$ cat src/rtl/core/pidc_pkg.sv
// ----------------------------------------------------------------------------
// pidc_pkg: shared definitions for the clamped PID controller
// Number format, register indexes, stage load controls and the clamp helper.
// ----------------------------------------------------------------------------
package pidc_pkg;

  // Signed data format: Q(DATA_WIDTH-FRAC_BITS).FRAC_BITS
  localparam int DATA_WIDTH  = 32;
  localparam int FRAC_BITS   = 16;
  // Gains are unsigned Q16.16
  localparam int GAIN_WIDTH  = 32;
  // Error and measurement difference carry one extra bit
  localparam int ERR_WIDTH   = DATA_WIDTH + 1;
  localparam int PROD_WIDTH  = ERR_WIDTH + GAIN_WIDTH;
  localparam int CFG_WIDTH   = (GAIN_WIDTH > DATA_WIDTH) ? GAIN_WIDTH : DATA_WIDTH;
  localparam int TDATA_WIDTH = ((DATA_WIDTH + 7) / 8) * 8;
  localparam int ADDR_WIDTH  = 3;

  localparam logic signed [DATA_WIDTH-1:0] DATA_MAX = {1'b0, {(DATA_WIDTH-1){1'b1}}};

  // Register indexes
  localparam logic [ADDR_WIDTH-1:0] REG_PROP_GAIN     = 3'd0;
  localparam logic [ADDR_WIDTH-1:0] REG_INTEG_GAIN    = 3'd1;
  localparam logic [ADDR_WIDTH-1:0] REG_DERIV_GAIN    = 3'd2;
  localparam logic [ADDR_WIDTH-1:0] REG_TARGET_VALUE  = 3'd3;
  localparam logic [ADDR_WIDTH-1:0] REG_DRIVE_FLOOR   = 3'd4;
  localparam logic [ADDR_WIDTH-1:0] REG_DRIVE_CEILING = 3'd5;

  // Load strobes for the three stages of a gain multiplier
  typedef struct packed {
    logic ld_mag;
    logic ld_prod;
    logic ld_term;
  } mul_ld_t;

  // Clamp a widened sum to [lo, hi]
  function automatic logic signed [DATA_WIDTH-1:0] clamp_data(
    input logic signed [DATA_WIDTH+1:0] v,
    input logic signed [DATA_WIDTH-1:0] lo,
    input logic signed [DATA_WIDTH-1:0] hi
  );
    logic signed [DATA_WIDTH-1:0] r;
    if (v > hi) begin
      r = hi;
    end else if (v < lo) begin
      r = lo;
    end else begin
      r = v[DATA_WIDTH-1:0];
    end
    return r;
  endfunction

endpackage

$ cat src/rtl/core/pidc_gain_mul.sv
// ----------------------------------------------------------------------------
// pidc_gain_mul: three-stage signed-by-gain multiplier
// Takes magnitude, multiplies by an unsigned gain, then rounds half away from
// zero, drops the fraction bits and saturates to the signed data range.
// ----------------------------------------------------------------------------
module pidc_gain_mul (
  input  logic                                     clk,
  input  pidc_pkg::mul_ld_t                        ld,
  input  logic signed [pidc_pkg::ERR_WIDTH-1:0]    a,
  input  logic        [pidc_pkg::GAIN_WIDTH-1:0]   g,
  output logic signed [pidc_pkg::DATA_WIDTH-1:0]   term
);
  import pidc_pkg::*;

  localparam int QW = PROD_WIDTH + 1 - FRAC_BITS;
  localparam logic [PROD_WIDTH:0] RND = (PROD_WIDTH + 1)'(1) << (FRAC_BITS - 1);
  localparam logic [QW-1:0] LIM_POS = QW'({1'b0, {(DATA_WIDTH-1){1'b1}}});
  localparam logic [QW-1:0] LIM_NEG = QW'(1) << (DATA_WIDTH - 1);

  logic [ERR_WIDTH-1:0]  mag;
  logic                  mag_neg;
  logic [PROD_WIDTH-1:0] prod;
  logic                  prod_neg;

  logic [ERR_WIDTH-1:0]  a_u;
  logic [PROD_WIDTH:0]   rsum;
  logic [QW-1:0]         q;
  logic [QW-1:0]         lim;
  logic [DATA_WIDTH-1:0] qs;

  assign a_u = unsigned'(a);

  // Split into sign and magnitude
  always_ff @(posedge clk) begin
    if (ld.ld_mag) begin
      mag     <= a[ERR_WIDTH-1] ? (~a_u + ERR_WIDTH'(1)) : a_u;
      mag_neg <= a[ERR_WIDTH-1];
    end
  end

  // Multiply magnitude by gain
  always_ff @(posedge clk) begin
    if (ld.ld_prod) begin
      prod     <= PROD_WIDTH'(mag) * PROD_WIDTH'(g);
      prod_neg <= mag_neg;
    end
  end

  // Round, shift out fraction, saturate, restore sign
  always_comb begin
    rsum = {1'b0, prod} + RND;
    q    = rsum[PROD_WIDTH:FRAC_BITS];
    lim  = prod_neg ? LIM_NEG : LIM_POS;
    qs   = (q > lim) ? lim[DATA_WIDTH-1:0] : q[DATA_WIDTH-1:0];
  end

  always_ff @(posedge clk) begin
    if (ld.ld_term) begin
      term <= prod_neg ? signed'(~qs + DATA_WIDTH'(1)) : signed'(qs);
    end
  end

endmodule

$ cat config.mk
export PLATFORM = sky130hd
export DESIGN_NAME = pidc_gain_mul
export DESIGN_NICKNAME = d
export VERILOG_FILES = /design/src/rtl/core/pidc_pkg.sv /design/src/rtl/core/pidc_gain_mul.sv
export SDC_FILE = /design/constraint.sdc
export NUM_CORES = 2
export LEC_CHECK = 0
export BUFFER_PORTS_ARGS = -buffer_cell sky130_fd_sc_hd__buf_2
export CAP_MARGIN = 20
export CORE_ASPECT_RATIO = 1.4
export CORE_MARGIN = 8
export CORE_UTILIZATION = 35
export CTS_CLUSTER_SIZE = 16
export DETAILED_ROUTE_END_ITERATION = 7
export PLACE_DENSITY = 0.53
export SYNTH_ARGS = -nofsm -noshare
export SYNTH_HDL_FRONTEND = slang
export SYNTH_SLANG_ARGS = --single-unit
export TNS_END_PERCENT = 30
$ cat constraint.sdc
create_clock -name clk -period 15.6 [get_ports clk]
set_clock_uncertainty 0.2 [all_clocks]
set_input_delay 1.56 -clock clk [delete_from_list [all_inputs] [get_ports clk]]
set_output_delay 1.56 -clock clk [all_outputs]
set_load 0.02 [all_outputs]
==> out/results.txt <==
run status -> completed
FF-to-FF Start -> mag[16]$_DFFE_PP_
gr ovfl total -> 0
# resized after CTS -> 0
max-slew violations -> 0
Finish-stage setup viols -> 0
setup bufs post-CTS -> 0
Top FF cell, synth -> edfxtp_1
first-pass GRT wire length -> 187.5 mm
CTS clk-pin slew, worst paths -> 0.06 ns
Max Fanout on Critical Path -> 33
Layout fillers -> 11628
DRC Markers -> 0
CP endpoint -> prod[63]$_DFFE_PP_
Syn Inst Count -> 4320
GPL Wtd Cong -> 0.8679
minimum clock period after layout -> 9.990 ns
syn_nets -> 5610
CP Capture Type -> flop
CTS max path bufs -> 2
WL final -> 119.9 mm
Inst Count DP -> 5734
WP data arrival -> 10.03 ns
Die Ht -> 417.1 um
Detailed Routing Iterations Pass 1 -> 8
flop-to-flop setup slack -> 6.26 ns
Rows -> 147
gr usage total -> 19.57%
fin nets -> 5554
Port Buffers -> 100
Mean Syn Cell Area -> 9.310 um^2
required time worst endpoint -> 15.64 ns
vias in the first global route -> 31982
# IOs -> 101
vias per inst -> 4.993
CTS sink count -> 117
htree depth -> 4
initial antenna violation count -> 6
synth warn -> 0
max cap viols -> 0
CP Launch Type -> input port
unrepaired setup endpoints after global routing -> false
total number of vias -> 28820
Post-Layout Cell Count -> 5772
average wire per standard cell -> 20.78 um
Final Cycle Share -> 64.04%
hold_buf cts -> 0
sequential area share after synthesis -> 8.735%
HPWL after detailed placement -> 92.13 mm
antenna-violating nets left -> 0
drt initial violations -> 1382
worst-skew pair later-pin latency -> 0.49 ns
Die X -> 302.5 um
Hold Path Class -> flop to flop
largest net degree at the start of global routing -> 75
layout cells sized above 1 -> 4.980%
Reg2Reg Depth -> 25
cell area after synthesis -> 40220 um^2
final hold violation count -> 0
Area Overhead vs Synth -> 6.166%
Yosys reg bits -> 117
Worst Setup SP -> g[8]
Synth cell types -> 72
setup_tns -> 0 ns
Worst Max-Slew Pin Slew -> 1.066 ns
Setup CP Type -> input port to flop
CTS tree -> yes
TritonCTS Buffers -> 17
Post-synth EDFFs -> 117
ys async rst share -> 0%
core area -> 114400 um^2
Die ar. -> 126200 um^2
Slew HR -> 28.96%
r2r endpoint -> prod[63]$_DFFE_PP_
f_max -> 100.1 MHz
root buffer cell -> clkbuf_16
Initial Util -> 35.16%
-- worst min-delay path by stage --
stage                      start                 end  slack (ns)  cells past startpoint
2_1_floorplan  mag_neg$_DFFE_PP_  prod_neg$_DFFE_PP_        0.20                      0
4_1_cts        mag_neg$_DFFE_PP_  prod_neg$_DFFE_PP_        0.65                      0
5_1_grt        mag_neg$_DFFE_PP_  prod_neg$_DFFE_PP_        0.59                      0
6_report       mag_neg$_DFFE_PP_  prod_neg$_DFFE_PP_        0.62                      0
3_3_place_gp   mag_neg$_DFFE_PP_  prod_neg$_DFFE_PP_        0.64                      0
3_5_place_dp   mag_neg$_DFFE_PP_  prod_neg$_DFFE_PP_        0.63                      0
-- kinds of logic (layout without fill, tap and decap cells) --
kind of cell | after synthesis | after routing | synth area share (%)
and+or+nand+nor | 1376 | 1376 | 17.41
adders and majority gates | 1221 | 1221 | 55.25
buffers and inverters | 1214 | 1171 | 11.36
AOI/OAI and AO/OA | 260 | 260 | 4.312
xor gates and xnor gates | 118 | 118 | 2.570
DFF | 117 | 117 | 8.735
muxes | 14 | 14 | 0.3640
other | 0 | 5 | 0
-- through the flow --
stage	worst slack, ns	hold slack (ns)	instance area [um^2]	utilization, %
floorplan	6.598	0.2003	40220	-
global placement	5.137	0.6446	42080	36.78
detailed placement	5.079	0.6323	42080	36.78
CTS	5.619	0.6486	42670	37.30
global route	5.144	0.5949	42690	37.32
finish	5.610	0.6168	42700	37.33
-- cell usage in the layout (no fill, tap or decap), types with 7 or more instances in the layout --
cell type / Yosys / layout
a21o_1: 44 / 44
nor4_1: 11 / 11
buf_4: 0 / 44
or2_2: 10 / 10
and4_1: 11 / 11
mux2i_1: 9 / 9
or3_1: 7 / 7
a211oi_1: 11 / 11
and2_1: 519 / 519
a21oi_1: 62 / 62
nor3_1: 16 / 16
xor2_1: 29 / 29
nand4_1: 31 / 31
fa_1: 925 / 925
inv_1: 993 / 993
ha_1: 296 / 296
and3_1: 16 / 16
o21ai_0: 55 / 55
nand2_1: 614 / 614
xnor2_1: 89 / 89
o31ai_1: 16 / 16
or4_1: 7 / 7
o311a_1: 7 / 7
edfxtp_1: 117 / 117
nand3_1: 38 / 37
nor2_1: 61 / 61
clkbuf_16: 0 / 17
a31oi_1: 11 / 11
buf_2: 3 / 100
-- metal layers --
metal | routed length, um | track usage (%) | share of wire [%] | vias to the layer above
met3 | 3368 | 1.627 | 2.8 | 249
met1 | 42310 | 20.61 | 35 | 15208
met2 | 66410 | 37.57 | 55 | 625
met5 | 0 | 0 | 0 | -
met4 | 7832 | 11.30 | 6.5 | 0
li1 | - | - | - | 12738
-- sequential cells by signal, summed over array words and instances, names as in the netlist --
name and flops:
prod_neg 1, term 32, prod 50, mag 33
mag_neg 1
-- cell usage after synthesis (all sizes together), types with 39 or more instances --
| library cell | number | area [um^2] |
|---|---|---|
| a21oi | 62 | 310.3 |
| nand2 | 614 | 2305 |
| o21ai | 55 | 275.3 |
| xnor2 | 89 | 779.5 |
| nor2 | 61 | 229.0 |
| clkbuf | 215 | 817.0 |
| fa | 925 | 18520 |
| and2 | 520 | 3253 |
| ha | 296 | 3704 |
| inv | 993 | 3727 |
| nand3 | 39 | 200.2 |
| a21o | 44 | 330.3 |
| edfxtp | 117 | 3513 |
-- worst max-delay path, stage by stage --
cell	delay [ns]
buf_2	0.62
nand2_1	0.17
fa_1	0.55
fa_1	0.54
fa_1	0.58
fa_1	0.45
fa_1	0.55
inv_1	0.05
fa_1	0.44
fa_1	0.50
inv_1	0.06
fa_1	0.53
inv_1	0.04
ha_1	0.37
nand4_1	0.16
a2111oi_0	0.37
a21bo_2	0.31
a311oi_1	0.73
o211ai_1	0.24
nand4_1	0.15
nand2_1	0.16
o311ai_0	0.53
a21oi_1	0.16
xnor2_1	0.15
-- cell type report --
type                       instances  area [um^2]  share of cell area [%]
antenna                            5        12.51                 0.02930
inverter                         994         3731                   8.738
clock inverter                    15        161.4                  0.3780
timing repair buffer             145        850.8                   1.992
multi-input combinational       2989        32140                   75.27
sequential                       117         3513                   8.228
tap                             1490         1864                   4.366
clock buffer                      17        425.4                  0.9962
Power is left out: the tool's default activity adds up to more than one toggle a clock period on the data nets, which glitch-free logic cannot reach.
